===== src/xcfr_pkg.sv =====
// Package for the XOR-checked frame receiver.
// Holds the parser phase type, the result record and the register indexes.
// No dependencies; every other file of the block imports it.
package xcfr_pkg;

    localparam int BYTE_W    = 8;
    localparam int SESSION_W = 48;
    localparam int CFG_IDX_W = 1;

    // Configuration register indexes.
    localparam logic [CFG_IDX_W-1:0] CFG_RX_START = 1'd0;
    localparam logic [CFG_IDX_W-1:0] CFG_TX_START = 1'd1;

    // Reset values of the start byte registers.
    localparam logic [BYTE_W-1:0] RX_START_RESET = 8'd170;
    localparam logic [BYTE_W-1:0] TX_START_RESET = 8'd85;

    // Start kind codes.
    localparam logic KIND_RX = 1'b0;
    localparam logic KIND_TX = 1'b1;

    // Check status codes.
    localparam logic STATUS_OK  = 1'b0;
    localparam logic STATUS_BAD = 1'b1;

    typedef enum logic [2:0] {
        PH_HUNT,
        PH_LEN,
        PH_CMD,
        PH_SESS,
        PH_PAY,
        PH_SUM
    } t_phase;

    typedef struct packed {
        logic                 start_kind;
        logic [BYTE_W-1:0]    command;
        logic [SESSION_W-1:0] session_value;
        logic [BYTE_W-1:0]    payload_byte;
        logic [BYTE_W-1:0]    payload_index;
        logic                 is_last;
        logic                 status;
        logic [BYTE_W-1:0]    sum_residue;
    } t_result;

endpackage


===== src/xcfr_parser.sv =====
// Frame parser of the XOR-checked frame receiver: phase machine, counters,
// running XOR and held header fields. Produces at most one result per byte.
// Depends on xcfr_pkg.
module xcfr_parser #(
    parameter int SESSION_BYTES = 6
) (
    input  logic                      i_clk,
    input  logic                      i_rst_n,
    input  logic                      i_fire,
    input  logic [xcfr_pkg::BYTE_W-1:0] i_byte,
    input  logic [xcfr_pkg::BYTE_W-1:0] i_rx_start,
    input  logic [xcfr_pkg::BYTE_W-1:0] i_tx_start,
    output logic                      o_res_valid,
    output xcfr_pkg::t_result         o_res
);
    import xcfr_pkg::*;

    localparam logic [BYTE_W-1:0] SESS_CNT = BYTE_W'(SESSION_BYTES);
    localparam logic [BYTE_W-1:0] MIN_LEN  = BYTE_W'(SESSION_BYTES + 2);

    t_phase               r_phase, n_phase;
    logic [BYTE_W-1:0]    r_length, n_length;
    logic [BYTE_W-1:0]    r_pos, n_pos;
    logic [BYTE_W-1:0]    r_xor, n_xor;
    logic [BYTE_W-1:0]    r_command, n_command;
    logic [SESSION_W-1:0] r_session, n_session;
    logic                 r_kind, n_kind;

    logic [BYTE_W-1:0]    pay_count;
    logic [BYTE_W-1:0]    pos_inc;
    logic [BYTE_W-1:0]    residue;

    assign pay_count = r_length - MIN_LEN;
    assign pos_inc   = r_pos + BYTE_W'(1);
    assign residue   = r_xor ^ i_byte;

    // Next phase.
    always_comb begin
        n_phase = r_phase;
        if (i_fire) begin
            case (r_phase)
                PH_HUNT: begin
                    if (i_byte == i_rx_start || i_byte == i_tx_start) begin
                        n_phase = PH_LEN;
                    end
                end
                PH_LEN: begin
                    n_phase = (i_byte < MIN_LEN) ? PH_HUNT : PH_CMD;
                end
                PH_CMD: begin
                    n_phase = PH_SESS;
                end
                PH_SESS: begin
                    if (pos_inc >= SESS_CNT) begin
                        n_phase = (pay_count == '0) ? PH_SUM : PH_PAY;
                    end
                end
                PH_PAY: begin
                    if (pos_inc >= pay_count) begin
                        n_phase = PH_SUM;
                    end
                end
                PH_SUM: begin
                    n_phase = PH_HUNT;
                end
                default: begin
                    n_phase = PH_HUNT;
                end
            endcase
        end
    end

    // Datapath updates and the result record.
    always_comb begin
        n_length  = r_length;
        n_pos     = r_pos;
        n_xor     = r_xor;
        n_command = r_command;
        n_session = r_session;
        n_kind    = r_kind;

        o_res_valid         = 1'b0;
        o_res.start_kind    = r_kind;
        o_res.command       = r_command;
        o_res.session_value = r_session;
        o_res.payload_byte  = i_byte;
        o_res.payload_index = r_pos;
        o_res.is_last       = 1'b0;
        o_res.status        = STATUS_OK;
        o_res.sum_residue   = '0;

        if (i_fire) begin
            case (r_phase)
                PH_HUNT: begin
                    // The first start byte wins when both registers match.
                    if (i_byte == i_rx_start) begin
                        n_kind = KIND_RX;
                    end else if (i_byte == i_tx_start) begin
                        n_kind = KIND_TX;
                    end
                end
                PH_LEN: begin
                    if (i_byte >= MIN_LEN) begin
                        n_length  = i_byte;
                        n_xor     = i_byte;
                        n_session = '0;
                        n_pos     = '0;
                    end
                end
                PH_CMD: begin
                    n_command = i_byte;
                    n_xor     = residue;
                    n_pos     = '0;
                end
                PH_SESS: begin
                    n_session = {r_session[SESSION_W-BYTE_W-1:0], i_byte};
                    n_xor     = residue;
                    n_pos     = (pos_inc >= SESS_CNT) ? '0 : pos_inc;
                end
                PH_PAY: begin
                    n_xor       = residue;
                    n_pos       = pos_inc;
                    o_res_valid = 1'b1;
                end
                PH_SUM: begin
                    n_xor               = residue;
                    n_pos               = '0;
                    o_res_valid         = 1'b1;
                    o_res.payload_byte  = '0;
                    o_res.payload_index = pay_count;
                    o_res.is_last       = 1'b1;
                    o_res.status        = (residue != '0) ? STATUS_BAD : STATUS_OK;
                    o_res.sum_residue   = residue;
                end
                default: begin
                    n_pos = r_pos;
                end
            endcase
        end
    end

    // Parser state registers.
    always_ff @(posedge i_clk) begin
        if (!i_rst_n) begin
            r_phase   <= PH_HUNT;
            r_length  <= '0;
            r_pos     <= '0;
            r_xor     <= '0;
            r_command <= '0;
            r_session <= '0;
            r_kind    <= KIND_RX;
        end else begin
            r_phase   <= n_phase;
            r_length  <= n_length;
            r_pos     <= n_pos;
            r_xor     <= n_xor;
            r_command <= n_command;
            r_session <= n_session;
            r_kind    <= n_kind;
        end
    end

endmodule


===== src/xor_checked_frame_receiver.sv =====
// XOR-checked frame receiver. Takes one serial byte per transfer and accepts a
// new byte in every cycle unless o_stall is high. Each byte is captured in an
// input register, parsed in one step of the frame phase machine, and any result
// lands in an output register, from which it is offered on the result channel.
// A frame is a start byte (either configured value), a length L, a command,
// SESSION_BYTES session bytes, L - SESSION_BYTES - 2 payload bytes and a sum
// byte; lengths below SESSION_BYTES + 2 drop the frame. Every payload byte
// gives one result with its index, and the sum byte gives a last result with
// the XOR residue and an error flag. Start bytes should be written while no
// frame is in progress. Depends on xcfr_pkg and xcfr_parser.
module xor_checked_frame_receiver #(
    parameter int SESSION_BYTES = 6
) (
    input  logic                          i_clk,
    input  logic                          i_rst_n,
    // Configuration write port.
    input  logic                          i_cfg_we,
    input  logic [xcfr_pkg::CFG_IDX_W-1:0] i_cfg_index,
    input  logic [xcfr_pkg::BYTE_W-1:0]   i_cfg_data,
    // Byte input channel.
    input  logic                          i_valid,
    output logic                          o_stall,
    input  logic [xcfr_pkg::BYTE_W-1:0]   i_rx_byte,
    // Result channel.
    output logic                          o_valid,
    input  logic                          i_stall,
    output logic                          o_start_kind,
    output logic [xcfr_pkg::BYTE_W-1:0]   o_command,
    output logic [xcfr_pkg::SESSION_W-1:0] o_session_value,
    output logic [xcfr_pkg::BYTE_W-1:0]   o_payload_byte,
    output logic [xcfr_pkg::BYTE_W-1:0]   o_payload_index,
    output logic                          o_is_last,
    output logic                          o_status,
    output logic [xcfr_pkg::BYTE_W-1:0]   o_sum_residue
);
    import xcfr_pkg::*;

    logic [BYTE_W-1:0] r_rx_start;
    logic [BYTE_W-1:0] r_tx_start;
    logic              r_in_valid;
    logic [BYTE_W-1:0] r_in_byte;
    logic              r_out_valid;
    t_result           r_out;

    logic    advance;
    logic    fire;
    logic    res_valid;
    t_result res;

    // The parse step runs when the output register is free or being drained.
    assign advance = !r_out_valid || !i_stall;
    assign fire    = r_in_valid && advance;
    assign o_stall = r_in_valid && !advance;

    // Start byte registers.
    always_ff @(posedge i_clk) begin
        if (!i_rst_n) begin
            r_rx_start <= RX_START_RESET;
            r_tx_start <= TX_START_RESET;
        end else if (i_cfg_we) begin
            case (i_cfg_index)
                CFG_RX_START: r_rx_start <= i_cfg_data;
                CFG_TX_START: r_tx_start <= i_cfg_data;
                default: begin
                    r_rx_start <= r_rx_start;
                end
            endcase
        end
    end

    // Input register: captures a byte on every input transfer.
    always_ff @(posedge i_clk) begin
        if (!i_rst_n) begin
            r_in_valid <= 1'b0;
        end else if (!o_stall) begin
            r_in_valid <= i_valid;
        end
    end

    always_ff @(posedge i_clk) begin
        if (i_valid && !o_stall) begin
            r_in_byte <= i_rx_byte;
        end
    end

    xcfr_parser #(
        .SESSION_BYTES (SESSION_BYTES)
    ) u_parser (
        .i_clk       (i_clk),
        .i_rst_n     (i_rst_n),
        .i_fire      (fire),
        .i_byte      (r_in_byte),
        .i_rx_start  (r_rx_start),
        .i_tx_start  (r_tx_start),
        .o_res_valid (res_valid),
        .o_res       (res)
    );

    // Result register.
    always_ff @(posedge i_clk) begin
        if (!i_rst_n) begin
            r_out_valid <= 1'b0;
        end else if (advance) begin
            r_out_valid <= fire && res_valid;
        end
    end

    always_ff @(posedge i_clk) begin
        if (advance && fire && res_valid) begin
            r_out <= res;
        end
    end

    assign o_valid         = r_out_valid;
    assign o_start_kind    = r_out.start_kind;
    assign o_command       = r_out.command;
    assign o_session_value = r_out.session_value;
    assign o_payload_byte  = r_out.payload_byte;
    assign o_payload_index = r_out.payload_index;
    assign o_is_last       = r_out.is_last;
    assign o_status        = r_out.status;
    assign o_sum_residue   = r_out.sum_residue;

endmodule


===== config.mk =====
export PLATFORM = sky130hd
export DESIGN_NAME = xor_checked_frame_receiver
export DESIGN_NICKNAME = d
export VERILOG_FILES = /design/src/xcfr_pkg.sv /design/src/xcfr_parser.sv /design/src/xor_checked_frame_receiver.sv
export SDC_FILE = /design/constraint.sdc
export NUM_CORES = 1
export LEC_CHECK = 0
export ABC_AREA = 1
export BUFFER_PORTS_ARGS = -buffer_cell sky130_fd_sc_hd__clkbuf_2
export CORE_ASPECT_RATIO = 1.1
export CORE_MARGIN = 2
export CORE_UTILIZATION = 25
export CTS_CLUSTER_SIZE = 40
export DETAILED_ROUTE_END_ITERATION = 7
export MAX_ROUTING_LAYER = met4
export SYNTH_ARGS = -nofsm -noshare
export SYNTH_HDL_FRONTEND = slang
export SYNTH_SLANG_ARGS = --single-unit

===== constraint.sdc =====
create_clock -name i_clk -period 12.24 [get_ports i_clk]
set_input_delay 3.672 -clock i_clk [delete_from_list [all_inputs] [get_ports i_clk]]
set_output_delay 3.672 -clock i_clk [all_outputs]
set_load 0.005 [all_outputs]

Word level (Yosys, flattened, before mapping)
Index checks and enable logic that the tools add are counted.

Bits in registers: 193. Bits of input ports: 22. Output and inout port bits: 85. Logic and storage cells: 91.

Add/subtract/negate cells: 2. Magnitude comparators: 4. Eq/ne operators: 11. Multiplexer cells: 20. Bitwise gates (word level): 2. Reductions and logical operators: 32.

Operators by type and width (number): case mux 48 bit (2 select lines) (1); two-way mux 26 bit (2); two-way mux 48 bit (1); case mux 8 bit (4 select lines) (1); two-way mux 8 bit (3); == test 8 bit (2); case mux 8 bit (2 select lines) (1); case mux 3 bit (5 select lines) (1); AND reduction 3 bit (5); two-way mux 3 bit (3); adder 8 x 1 -> 8 bit (second input constant) (1); >= comparator 8 x 3 -> 1 bit (second input constant) (1); >= comparator 8 x 4 -> 1 bit (second input constant) (1); >= comparator 8 bit (1); zero test 8 bit (1); < comparator 8 x 4 -> 1 bit (second input constant) (1); inequality test 2 x 1 -> 1 bit (second input constant) (4); AND reduction 2 bit (4); nonzero test 8 bit (1); subtractor 8 x 4 -> 8 bit (second input constant) (1); bitwise XOR 8 bit (1); == test 3 x 2 -> 1 bit (second input constant) (2); == test 3 bit (second input constant) (2); logical AND 1 bit (6); 12 further kinds (24).

Logic depth before layout (Yosys ltp)
Gate-level depths: netlist of the first run.

Depth after elaboration: 6. Mapped depth: 16.

By module
Synthesis of the first run repeated with hierarchy kept, for this count alone.

Cells, all modules: 802. Area total of the unflattened synthesis: 7780.0 sq um.

Modules (own cells, without submodules): xcfr_parser (instances 1, cells each 614, area each 4349.2 sq um, seq. area each 1681.6 sq um); xor_checked_frame_receiver (instances 1, cells each 188, area each 3430.8 sq um, seq. area each 3093.0 sq um).

Least setup slack after synthesis of the first run
OpenSTA, ideal clock, no wires.

Path type: input port to flip-flop. Start: input port i_stall. End: register r_out (netlist bit o_command[0]) (enable). Library setup time: 0.525 ns. Arrival: 7.329 ns. Setup slack: 4.386 ns. Cell stages on the path: 3. Buffers on the path: 0. Cell sequence: nand2_1 -> nand2_1 -> nor2_1.

Longest elaborated chain between the ends: 5. Elaborated cells on any way between the ends: 6. Those cells by class: 1 x mux; 5 x reduce/logical.

Ends and longest elaborated chain: from (decl) (line xor_checked_frame_receiver.sv:26) `input logic i_stall,`; zero test 1 bit (*) (line xor_checked_frame_receiver.sv:51) `assign advance = !r_out_valid || !i_stall;`; logical OR 1 bit (*) (line xor_checked_frame_receiver.sv:51); logical AND 1 bit (line xor_checked_frame_receiver.sv:52) `assign fire = r_in_valid && advance;`; two-way mux 1 bit or logical AND 1 bit (tied branches) (line xcfr_parser.sv:92, xor_checked_frame_receiver.sv:109); logical AND 1 bit (*) (line xor_checked_frame_receiver.sv:109) `if (advance && fire && res_valid) begin`; to (signal assigned) (line xor_checked_frame_receiver.sv:110) `r_out <= res;`; to (decl) (line xor_checked_frame_receiver.sv:43) `t_result r_out;`.

Every way passes the cells marked *; elsewhere a longest branch is shown, timed or not. A chain may end at the register's enable or synchronous reset.

Worst setup path in the final report of the first run
Start: input port i_stall. End: output port o_stall.

Longest elaborated chain between the ends: 4.

Ends and longest elaborated chain: zero test 1 bit (line xor_checked_frame_receiver.sv:51); logical OR 1 bit (line xor_checked_frame_receiver.sv:51); zero test 1 bit (line xor_checked_frame_receiver.sv:53) `assign o_stall = r_in_valid && !advance;`; logical AND 1 bit (line xor_checked_frame_receiver.sv:53); to (decl) (line xor_checked_frame_receiver.sv:22) `output logic o_stall,`.

Every way passes these cells.

==> results.json, run 1 <==
{
  "clockBufferDepth": 2,
  "synth_top_area_cell": "edfxtp_1",
  "place.port_buffers": 106,
  "synthTopCellsByArea": "edfxtp_1, dfxtp_1, nand2_1, nand3_1, a21oi_1",
  "fmax_mhz": 129,
  "rsz0062_at_grt": "no",
  "power.leakage_nw": 3.51,
  "p_sw_frac": 0.253,
  "post-cts-setup-buffers": 0,
  "p_int_w": 0.000979,
  "vias": 5546,
  "synth.distinct_cells": 35,
  "regArea_um2": 4770,
  "synth_nets": 814,
  "hp-class": "reg2reg",
  "via_per_inst": 4.28,
  "post_drt_wl_per_cell_um": 13.6,
  "gp_congestion": 0.832,
  "initial_utilization": 0.253,
  "antenna_found_initial": 0,
  "period_needed_ns": 7.74,
  "fill_cells": 3154,
  "seq_area_frac_synth": 0.624,
  "worstPathMaxFanout": 3,
  "drtPass1Iterations": 7,
  "crit_chain": "clkbuf_2, nand2_1, nor2_1, clkbuf_2",
  "cts_tree": "yes",
  "synth_edf_count": 91,
  "grt_max_degree": 71,
  "synth_area_um2": 7650,
  "synth.avg_cell_area_um2": 9.78,
  "synth-seq-cells": 193,
  "synth_warnings": 0,
  "arrival_ns": 4.07,
  "hold_violations": 0,
  "start_kind": "input pin",
  "clock_latency_ns": 0.44,
  "io_pins": 107,
  "path_class": "in2out",
  "crit_buf_inv": 2,
  "fin_nets": 901,
  "die-area_um2": 32000,
  "first_iter_violations": 317,
  "fin_area_um2": 9190,
  "areaGrowthSynthToFinish_pct": 20.1,
  "htreeDepth": 4,
  "postPlaceCellArea_um2": 8540,
  "cts.reportedPaths.clkPinSlew_ns": 0.08,
  "setup_viol": 0,
  "crit_slowest_cell": "clkbuf_2",
  "cts_resized": 0,
  "most-common-layout-cells": "nand2_1, clkbuf_2, dfxtp_1",
  "die_h_um": 187,
  "synth_top_area_frac": 0.357,
  "pwr-share-seq": 0.525,
  "tightest_slew_ns": 0.899,
  "mostFrequentLayoutCell": "nand2_1",
  "finClkSkew_ns": 0.0148,
  "core_area_um2": 30300,
  "root_buffer": "clkbuf_16",
  "numCtsBuffers": 17,
  "fp.dieW_um": 171,
  "required_ns": 8.57,
  "clock_sink_count": 193,
  "netlist_instances": 782,
  "ant_nets": 0,
  "postCtsHoldBufs": 0,
  "multiInputGateArea_um2": 2460,
  "dp_hpwl_um": 11500,
  "grt_pass1_wl_um": 28300,
  "synthFlopType": "dfxtp_1",
  "drv_cap": 0,
  "max_stage_delay_ns": 0.13,
  "status": "finished, final reports clean",
  "maxSlewHeadroom": 0.401,
  "critical_path.most_common_cell": "clkbuf_2",
  "ir_worst_vdd_mv": 0.0637,
  "grt_pass1_vias": 5278,
  "drive_above_1_share": 0.192,
  "async_flop_share": 0,
  "pwr-share-comb": 0.030,
  "clock_power_share": 0.445,
  "num_rows": 67,
  "netSwitchingPower_w": 0.000331,
  "grt_overflow": 0,
  "finalSetupTns_ns": 0,
  "endpoint_kind": "output port",
  "power.density_nw_per_um2": 143,
  "drc": 0,
  "crit_family": "buffers and inverters",
  "grt.total_usage": 0.117,
  "antennaDiodeCount": 0,
  "routed_wirelength_um": 17700,
  "fin_crit_sh": 0.633,
  "finalMaxSlewViolations": 0
}
[layer usage]
| metal | share of wire | track usage | vias up |
|---|---|---|---|
| met3 | 0.050 | 0.0300 | 28 |
| li1 | - | - | 2809 |
| met1 | 0.47 | 0.147 | 2577 |
| met4 | 0.019 | 0.0424 | 0 |
| met2 | 0.46 | 0.182 | 132 |
| met5 | 0 | - | - |
[sequential cells by signal, summed over array words and instances, names as in the netlist]
register / cells
r_rx_start: 8
u_parser.r_length: 8
u_parser.r_command: 8
u_parser.r_pos: 8
o_status: 1
o_payload_byte: 8
o_start_kind: 1
u_parser.r_phase: 3
o_command: 8
u_parser.r_kind: 1
o_is_last: 1
o_payload_index: 8
o_sum_residue: 8
o_session_value: 48
r_tx_start: 8
r_in_valid: 1
u_parser.r_session: 48
u_parser.r_xor: 8
r_in_byte: 8
o_valid: 1
[per-stage QoR]
step / utilization / cells / hold WS [ns] / total power, W / worst slack, ns
floorplan: - / 782 / 0.403 / 0.000727 / 4.39
global placement: 0.282 / 1264 / 0.410 / 0.000742 / 4.49
detailed placement: 0.282 / 1264 / 0.413 / 0.000742 / 4.49
CTS: 0.304 / 1296 / 0.432 / 0.00133 / 4.49
global route: 0.304 / 1296 / 0.441 / 0.00136 / 4.42
finish: 0.304 / 1296 / 0.431 / 0.00131 / 4.50
[final cells by class]
type                       instances  share of cell area
inverter                          61              0.0249
tap                              414              0.0564
timing repair buffer             110              0.0610
clock buffer                      17              0.0463
sequential                       193               0.520
clock inverter                    15              0.0237
multi-input combinational        486               0.268
[path summary, 6_finish.rpt]
path,to,start,depth (start not counted),slack (ns)
setup / recovery,o_stall,i_stall,4,4.50
hold / removal,o_command[2],u_parser.r_command[2],0,0.43
setup reg to reg,u_parser.r_session[22],r_in_byte[6],8,9.58
hold reg to reg,o_command[2],u_parser.r_command[2],0,0.43
[Yosys cell counts, types with 3 or more instances]
cell      number
a211oi_1       8
a21oi_1       79
buf_1          4
buf_2         18
buf_4          3
clkbuf_1      15
dfxtp_1      102
edfxtp_1      91
ha_1          10
inv_1         51
inv_2          9
nand2_1      131
nand2_2        4
nand3_1       82
nand4_1        3
nor2_1        74
nor2_2         3
nor3_1         5
o21ai_0       44
xnor2_1       21
xor2_1         7
[worst register-to-register path, stage by stage (launching register included)]
cell      delay (ns)
edfxtp_1        0.68
nor2_1          0.27
nand4_2         0.19
nand2_2         0.12
nor2_4          0.03
buf_4           0.28
inv_2           0.71
nand2_1         0.13
a21oi_1         0.19
[kinds of logic (layout without fill, tap and decap cells)]
group	Yosys count	after routing	synth area share
adders and majority gates	10	10	0.0164
buffers and inverters	103	203	0.0561
and+or+nand+nor	313	313	0.179
xor gates and xnor gates	28	28	0.0321
AOI/OAI and AO/OA	135	135	0.0921
DFF	193	193	0.624
[power groups by stage]
stage | sequential (W) | clock (W) | combinational (W)
final | 0.000687 | 0.000584 | 0.0000394
after global routing | 0.000688 | 0.000628 | 0.0000455
after CTS | 0.000687 | 0.000601 | 0.0000400
after detailed placement | 0.000702 | 0 | 0.0000397
after global placement | 0.000702 | 0 | 0.0000393
after floorplan | 0.000695 | 0 | 0.0000325
No activity file was read; power rests on OpenSTA's default activity.
==> inputs of run 2 (changes only) <==
==> constraint.sdc (replaced) <==
create_clock -name i_clk -period 7.1 [get_ports i_clk]
set_input_delay 2.13 -clock i_clk [delete_from_list [all_inputs] [get_ports i_clk]]
set_output_delay 2.13 -clock i_clk [all_outputs]
set_load 0.005 [all_outputs]
==> run 2 against run 1 <==
Combinational power rose by 74%. Sequential power increased by 72%. Clock power is 76% higher. Cell count did not move. Sequential share of layout area about the same. Design area about the same. Non-clock buffer count did not move. Die area is the same. Count of clock-buffer cells in the layout stayed put. Register-to-register slack got worse by 5.1 ns. Critical path type unchanged. Critical endpoint unchanged.
==> results.json, run 2 (synthesis results as in run 1) <==
{
  "tightest_slew_ns": 0.917,
  "crit_path_end": "o_stall",
  "grt_pass1_vias": 5190,
  "io_pins": 107,
  "finClkSkew_ns": 0.0135,
  "place.port_buffers": 106,
  "initial_utilization": 0.253,
  "reg2reg_to": "u_parser.r_session[38]",
  "drtPass1Iterations": 5,
  "post-cts-setup-buffers": 0,
  "fin_nets": 901,
  "status": "finished, final reports clean",
  "vias": 5560,
  "power.density_nw_per_um2": 248,
  "clock_sink_count": 193,
  "ant_nets": 0,
  "post_drt_wl_per_cell_um": 13.8,
  "crit_chain": "clkbuf_2, nand2_1, nor2_1, clkbuf_2",
  "ir_worst_vdd_mv": 0.101,
  "required_ns": 4.97,
  "max_stage_delay_ns": 0.15,
  "rsz0062_at_grt": "no",
  "numCtsBuffers": 17,
  "power.leakage_nw": 3.52,
  "grt_overflow": 0,
  "routed_wirelength_um": 17800,
  "reg2reg_depth": 8,
  "r2r_setup_slack_ns": 4.46,
  "grt.total_usage": 0.117,
  "htreeDepth": 4,
  "setup_viol": 0,
  "antennaDiodeCount": 0,
  "fill_cells": 3198,
  "fp.dieW_um": 171,
  "clockBufferDepth": 2,
  "cp-startpoint": "i_stall",
  "dp_hpwl_um": 11400,
  "cts_tree": "yes",
  "utilization": 0.304,
  "path_class": "in2out",
  "fmax_mhz": 213,
  "endpoint_kind": "output port",
  "finalWorstSetupSlack_ns": 2.40,
  "areaGrowthSynthToFinish_pct": 20.1,
  "cts.reportedPaths.clkPinSlew_ns": 0.08,
  "die-area_um2": 32000,
  "die_h_um": 187,
  "gp_congestion": 0.835,
  "hold_violations": 0,
  "antenna_found_initial": 0,
  "min_from": "u_parser.r_command[6]",
  "hp-class": "reg2reg",
  "period_needed_ns": 4.70,
  "cp_num_cells": 4,
  "drv_cap": 0,
  "clock_latency_ns": 0.44,
  "crit_buf_inv": 2,
  "drive_above_1_share": 0.192,
  "crit_slowest_cell": "nor2_1",
  "drc": 0,
  "grt_pass1_wl_um": 28100,
  "via_per_inst": 4.29,
  "arrival_ns": 2.57,
  "num_rows": 67,
  "critical_path.most_common_cell": "clkbuf_2",
  "fin_crit_sh": 0.662,
  "most-common-layout-cells": "nand2_1, clkbuf_2, dfxtp_1",
  "grt_max_degree": 71,
  "start_kind": "input pin",
  "crit_family": "simple AND/OR/NAND/NOR gates",
  "reg2reg_from": "r_in_byte[3]",
  "first_iter_violations": 304,
  "core_area_um2": 30300,
  "cts_resized": 0,
  "worstPathMaxFanout": 3,
  "root_buffer": "clkbuf_16",
  "mostFrequentLayoutCell": "nand2_1",
  "finalMaxSlewViolations": 0,
  "postCtsHoldBufs": 0,
  "finalSetupTns_ns": 0,
  "maxSlewHeadroom": 0.389,
  "dp_slack_ns": 2.39
}
[run 2: cell types whose count changed in the layout (fill, tap and decap cells not counted), sizes merged]
cell      before  now
clkinv         8    6
clkinvlp       1    0
inv           67   70
[run 2: area by class of cell]
type	instances	area (um^2)	share of cell area
Clock inverter	15	221	0.0241
Sequential cell	193	4770	0.520
Clock buffer	17	425	0.0463
Tap cell	414	518	0.0564
Multi-Input combinational cell	486	2460	0.268
Timing Repair Buffer	110	561	0.0610
Inverter	61	229	0.0249
[run 2: how the worst min path moves through the flow]
stage                           to  slack [ns]  cells past startpoint
6_report              o_command[6]        0.43                      0
5_1_grt        o_session_value[47]        0.44                      0
4_1_cts               o_command[6]        0.43                      0
3_5_place_dp          o_command[6]        0.41                      0
3_3_place_gp          o_command[1]        0.41                      0
2_1_floorplan         o_command[0]        0.40                      0
[run 2: metal layers]
metal	wire, um	share of wire	track usage
met2	8350	0.47	0.180
met4	192	0.011	0.0355
met1	8540	0.48	0.153
met3	754	0.042	0.0271
met5	0	0	-
[run 2: where the power goes]
part / internal [W] / switching (W) / total, W
clock: 0.000501 / 0.000524 / 0.00103
sequential: 0.00117 / 0.0000177 / 0.00118
combinational: 0.0000256 / 0.0000429 / 0.0000685
[run 2: through the flow]
step | hold WS [ns] | total power (W) | cell area, um^2 | cells
floorplan | 0.403 | 0.00125 | 7650 | 782
global placement | 0.408 | 0.00128 | 8540 | 1264
detailed placement | 0.409 | 0.00128 | 8540 | 1264
CTS | 0.431 | 0.00230 | 9190 | 1296
global route | 0.444 | 0.00236 | 9190 | 1296
finish | 0.430 | 0.00228 | 9190 | 1296
==> inputs of run 3 (changes only) <==
==> constraint.sdc (replaced) <==
create_clock -name i_clk -period 4.34 [get_ports i_clk]
set_input_delay 1.302 -clock i_clk [delete_from_list [all_inputs] [get_ports i_clk]]
set_output_delay 1.302 -clock i_clk [all_outputs]
set_load 0.005 [all_outputs]
==> run 3 against run 2 <==
Sequential power up 64%. First-iteration DRC count rose by 55%. Clock power is 65% higher. Power rose by 65%. Utilization up 0.20 points. Global-route usage up 0.12 points. Design area increased by 0.67%. Combinational power grew 65%. Cell count rose by 0.15%. Worst setup slack got worse by 1.1 ns. Largest cell class unchanged.
==> results.json, run 3 (synthesis results as in run 1) <==
{
  "status": "finished, final reports clean",
  "initial_utilization": 0.253,
  "met3_length_um": 817,
  "reg2reg_to": "u_parser.r_xor[4]",
  "finalSetupTns_ns": 0,
  "netSwitchingPower_w": 0.000967,
  "p_sw_frac": 0.258,
  "io_pins": 107,
  "drc": 0,
  "via_per_inst": 4.37,
  "power.density_nw_per_um2": 406,
  "antenna_found_initial": 0,
  "mostFrequentLayoutCell": "nand2_1",
  "cts_tree": "yes",
  "rsz0062_at_grt": "no",
  "crit_slowest_cell": "nor2_1",
  "fin_crit_sh": 0.692,
  "drv_cap": 0,
  "fin_nets": 903,
  "crit_chain": "clkbuf_2, nand2_1, nor2_1, clkbuf_2",
  "start_kind": "input pin",
  "grt.total_usage": 0.118,
  "highest_layer": "met4",
  "utilization": 0.306,
  "grt_max_degree": 57,
  "clock_power_share": 0.454,
  "whs_endpoint": "o_command[1]",
  "clock_sink_count": 193,
  "fmax_mhz": 333,
  "finClkSkew_ns": 0.0120,
  "htreeDepth": 4,
  "path_class": "in2out",
  "hp-class": "reg2reg",
  "period_needed_ns": 3.00,
  "die-area_um2": 32000,
  "antennaDiodeCount": 0,
  "hold_violations": 0,
  "areaGrowthSynthToFinish_pct": 20.9,
  "vias": 5668,
  "r2r_setup_slack_ns": 2.00,
  "most-common-layout-cells": "nand2_1, clkbuf_2, dfxtp_1",
  "finalMaxSlewViolations": 0,
  "arrival_ns": 1.70,
  "endpoint_kind": "output port",
  "ant_nets": 0,
  "multiInputGateArea_um2": 2460,
  "place.port_buffers": 106,
  "worstPathMaxFanout": 3,
  "fill_cells": 3168,
  "met1Wirelength_um": 8260,
  "reg2reg_from": "u_parser.r_phase[1]",
  "post-cts-setup-buffers": 0,
  "postCtsHoldBufs": 0,
  "pwr-share-seq": 0.516,
  "reg2reg_depth": 7,
  "setup_viol": 0,
  "cts_resized": 0,
  "first_iter_violations": 472,
  "gp_congestion": 0.828,
  "clock_latency_ns": 0.45,
  "num_rows": 67,
  "grt_overflow": 0,
  "max_stage_delay_ns": 0.13,
  "routed_wirelength_um": 17800,
  "post_drt_wl_per_cell_um": 13.7,
  "required_ns": 3.04,
  "core_area_um2": 30300,
  "die_h_um": 187,
  "whs_path_depth": 0,
  "tightest_slew_ns": 0.904,
  "wl_met2_um": 8540,
  "ir_worst_vdd_mv": 0.240,
  "dp_hpwl_um": 11900,
  "critical_path.most_common_cell": "clkbuf_2",
  "p_int_w": 0.00278,
  "min_from": "u_parser.r_command[1]",
  "root_buffer": "clkbuf_16",
  "numCtsBuffers": 17,
  "pwr-share-comb": 0.030,
  "drive_above_1_share": 0.193,
  "maxSlewHeadroom": 0.395,
  "power.leakage_nw": 3.54,
  "cts.reportedPaths.clkPinSlew_ns": 0.08,
  "clockBufferDepth": 2,
  "grt_pass1_wl_um": 28200,
  "drtPass1Iterations": 5,
  "regArea_um2": 4770,
  "grt_pass1_vias": 5243,
  "fp.dieW_um": 171
}
[run 3: how the worst max path moves through the flow]
| stage | slack (ns) | endpoint | startpoint | cells after the start |
|---|---|---|---|---|
| floorplan | 0.25 | o_command[0] | i_stall | 3 |
| global placement | 1.14 | o_is_last | i_stall | 6 |
| detailed placement | 1.11 | o_is_last | i_stall | 6 |
| CTS | 1.33 | o_stall | i_stall | 4 |
| global route | 1.29 | o_stall | i_stall | 4 |
| finish | 1.34 | o_stall | i_stall | 4 |
[run 3: layout make-up]
class / count / area share
Timing Repair Buffer: 112 / 0.0649
Inverter: 61 / 0.0247
Sequential cell: 193 / 0.516
Clock inverter: 15 / 0.0262
Clock buffer: 17 / 0.0460
Tap cell: 414 / 0.0560
Multi-Input combinational cell: 486 / 0.266
[run 3: routing by layer]
| layer | vias up | global-route usage |
|---|---|---|
| met2 | 124 | 0.183 |
| met3 | 15 | 0.0281 |
| met1 | 2712 | 0.152 |
| met4 | 0 | 0.0371 |
| met5 | - | - |
| li1 | 2817 | - |
[run 3: stage by stage]
step	std cells	hold slack [ns]	total power, W	instance area, um^2	setup slack, ns
6_report	1298	0.434	0.00375	9250	1.34
5_1_grt	1298	0.450	0.00389	9250	1.29
3_3_place_gp	1266	0.412	0.00209	8580	1.14
4_1_cts	1298	0.435	0.00380	9250	1.33
2_1_floorplan	782	0.403	0.00205	7650	0.250
3_5_place_dp	1266	0.418	0.00209	8580	1.11
[run 3: power by group through the flow]
stage                     Sequential [W]  Clock [W]  Combinational [W]
after global placement           0.00198          0           0.000111
final                            0.00194    0.00170           0.000113
after floorplan                  0.00196          0          0.0000917
after global routing             0.00194    0.00182           0.000130
after detailed placement         0.00198          0           0.000113
after CTS                        0.00194    0.00175           0.000114
[run 3: critical path: cells and delay by family]
| kind | cells | cell delay (ns) |
|---|---|---|
| buf+inv | 2 | 0.20 |
| simple gates | 2 | 0.20 |
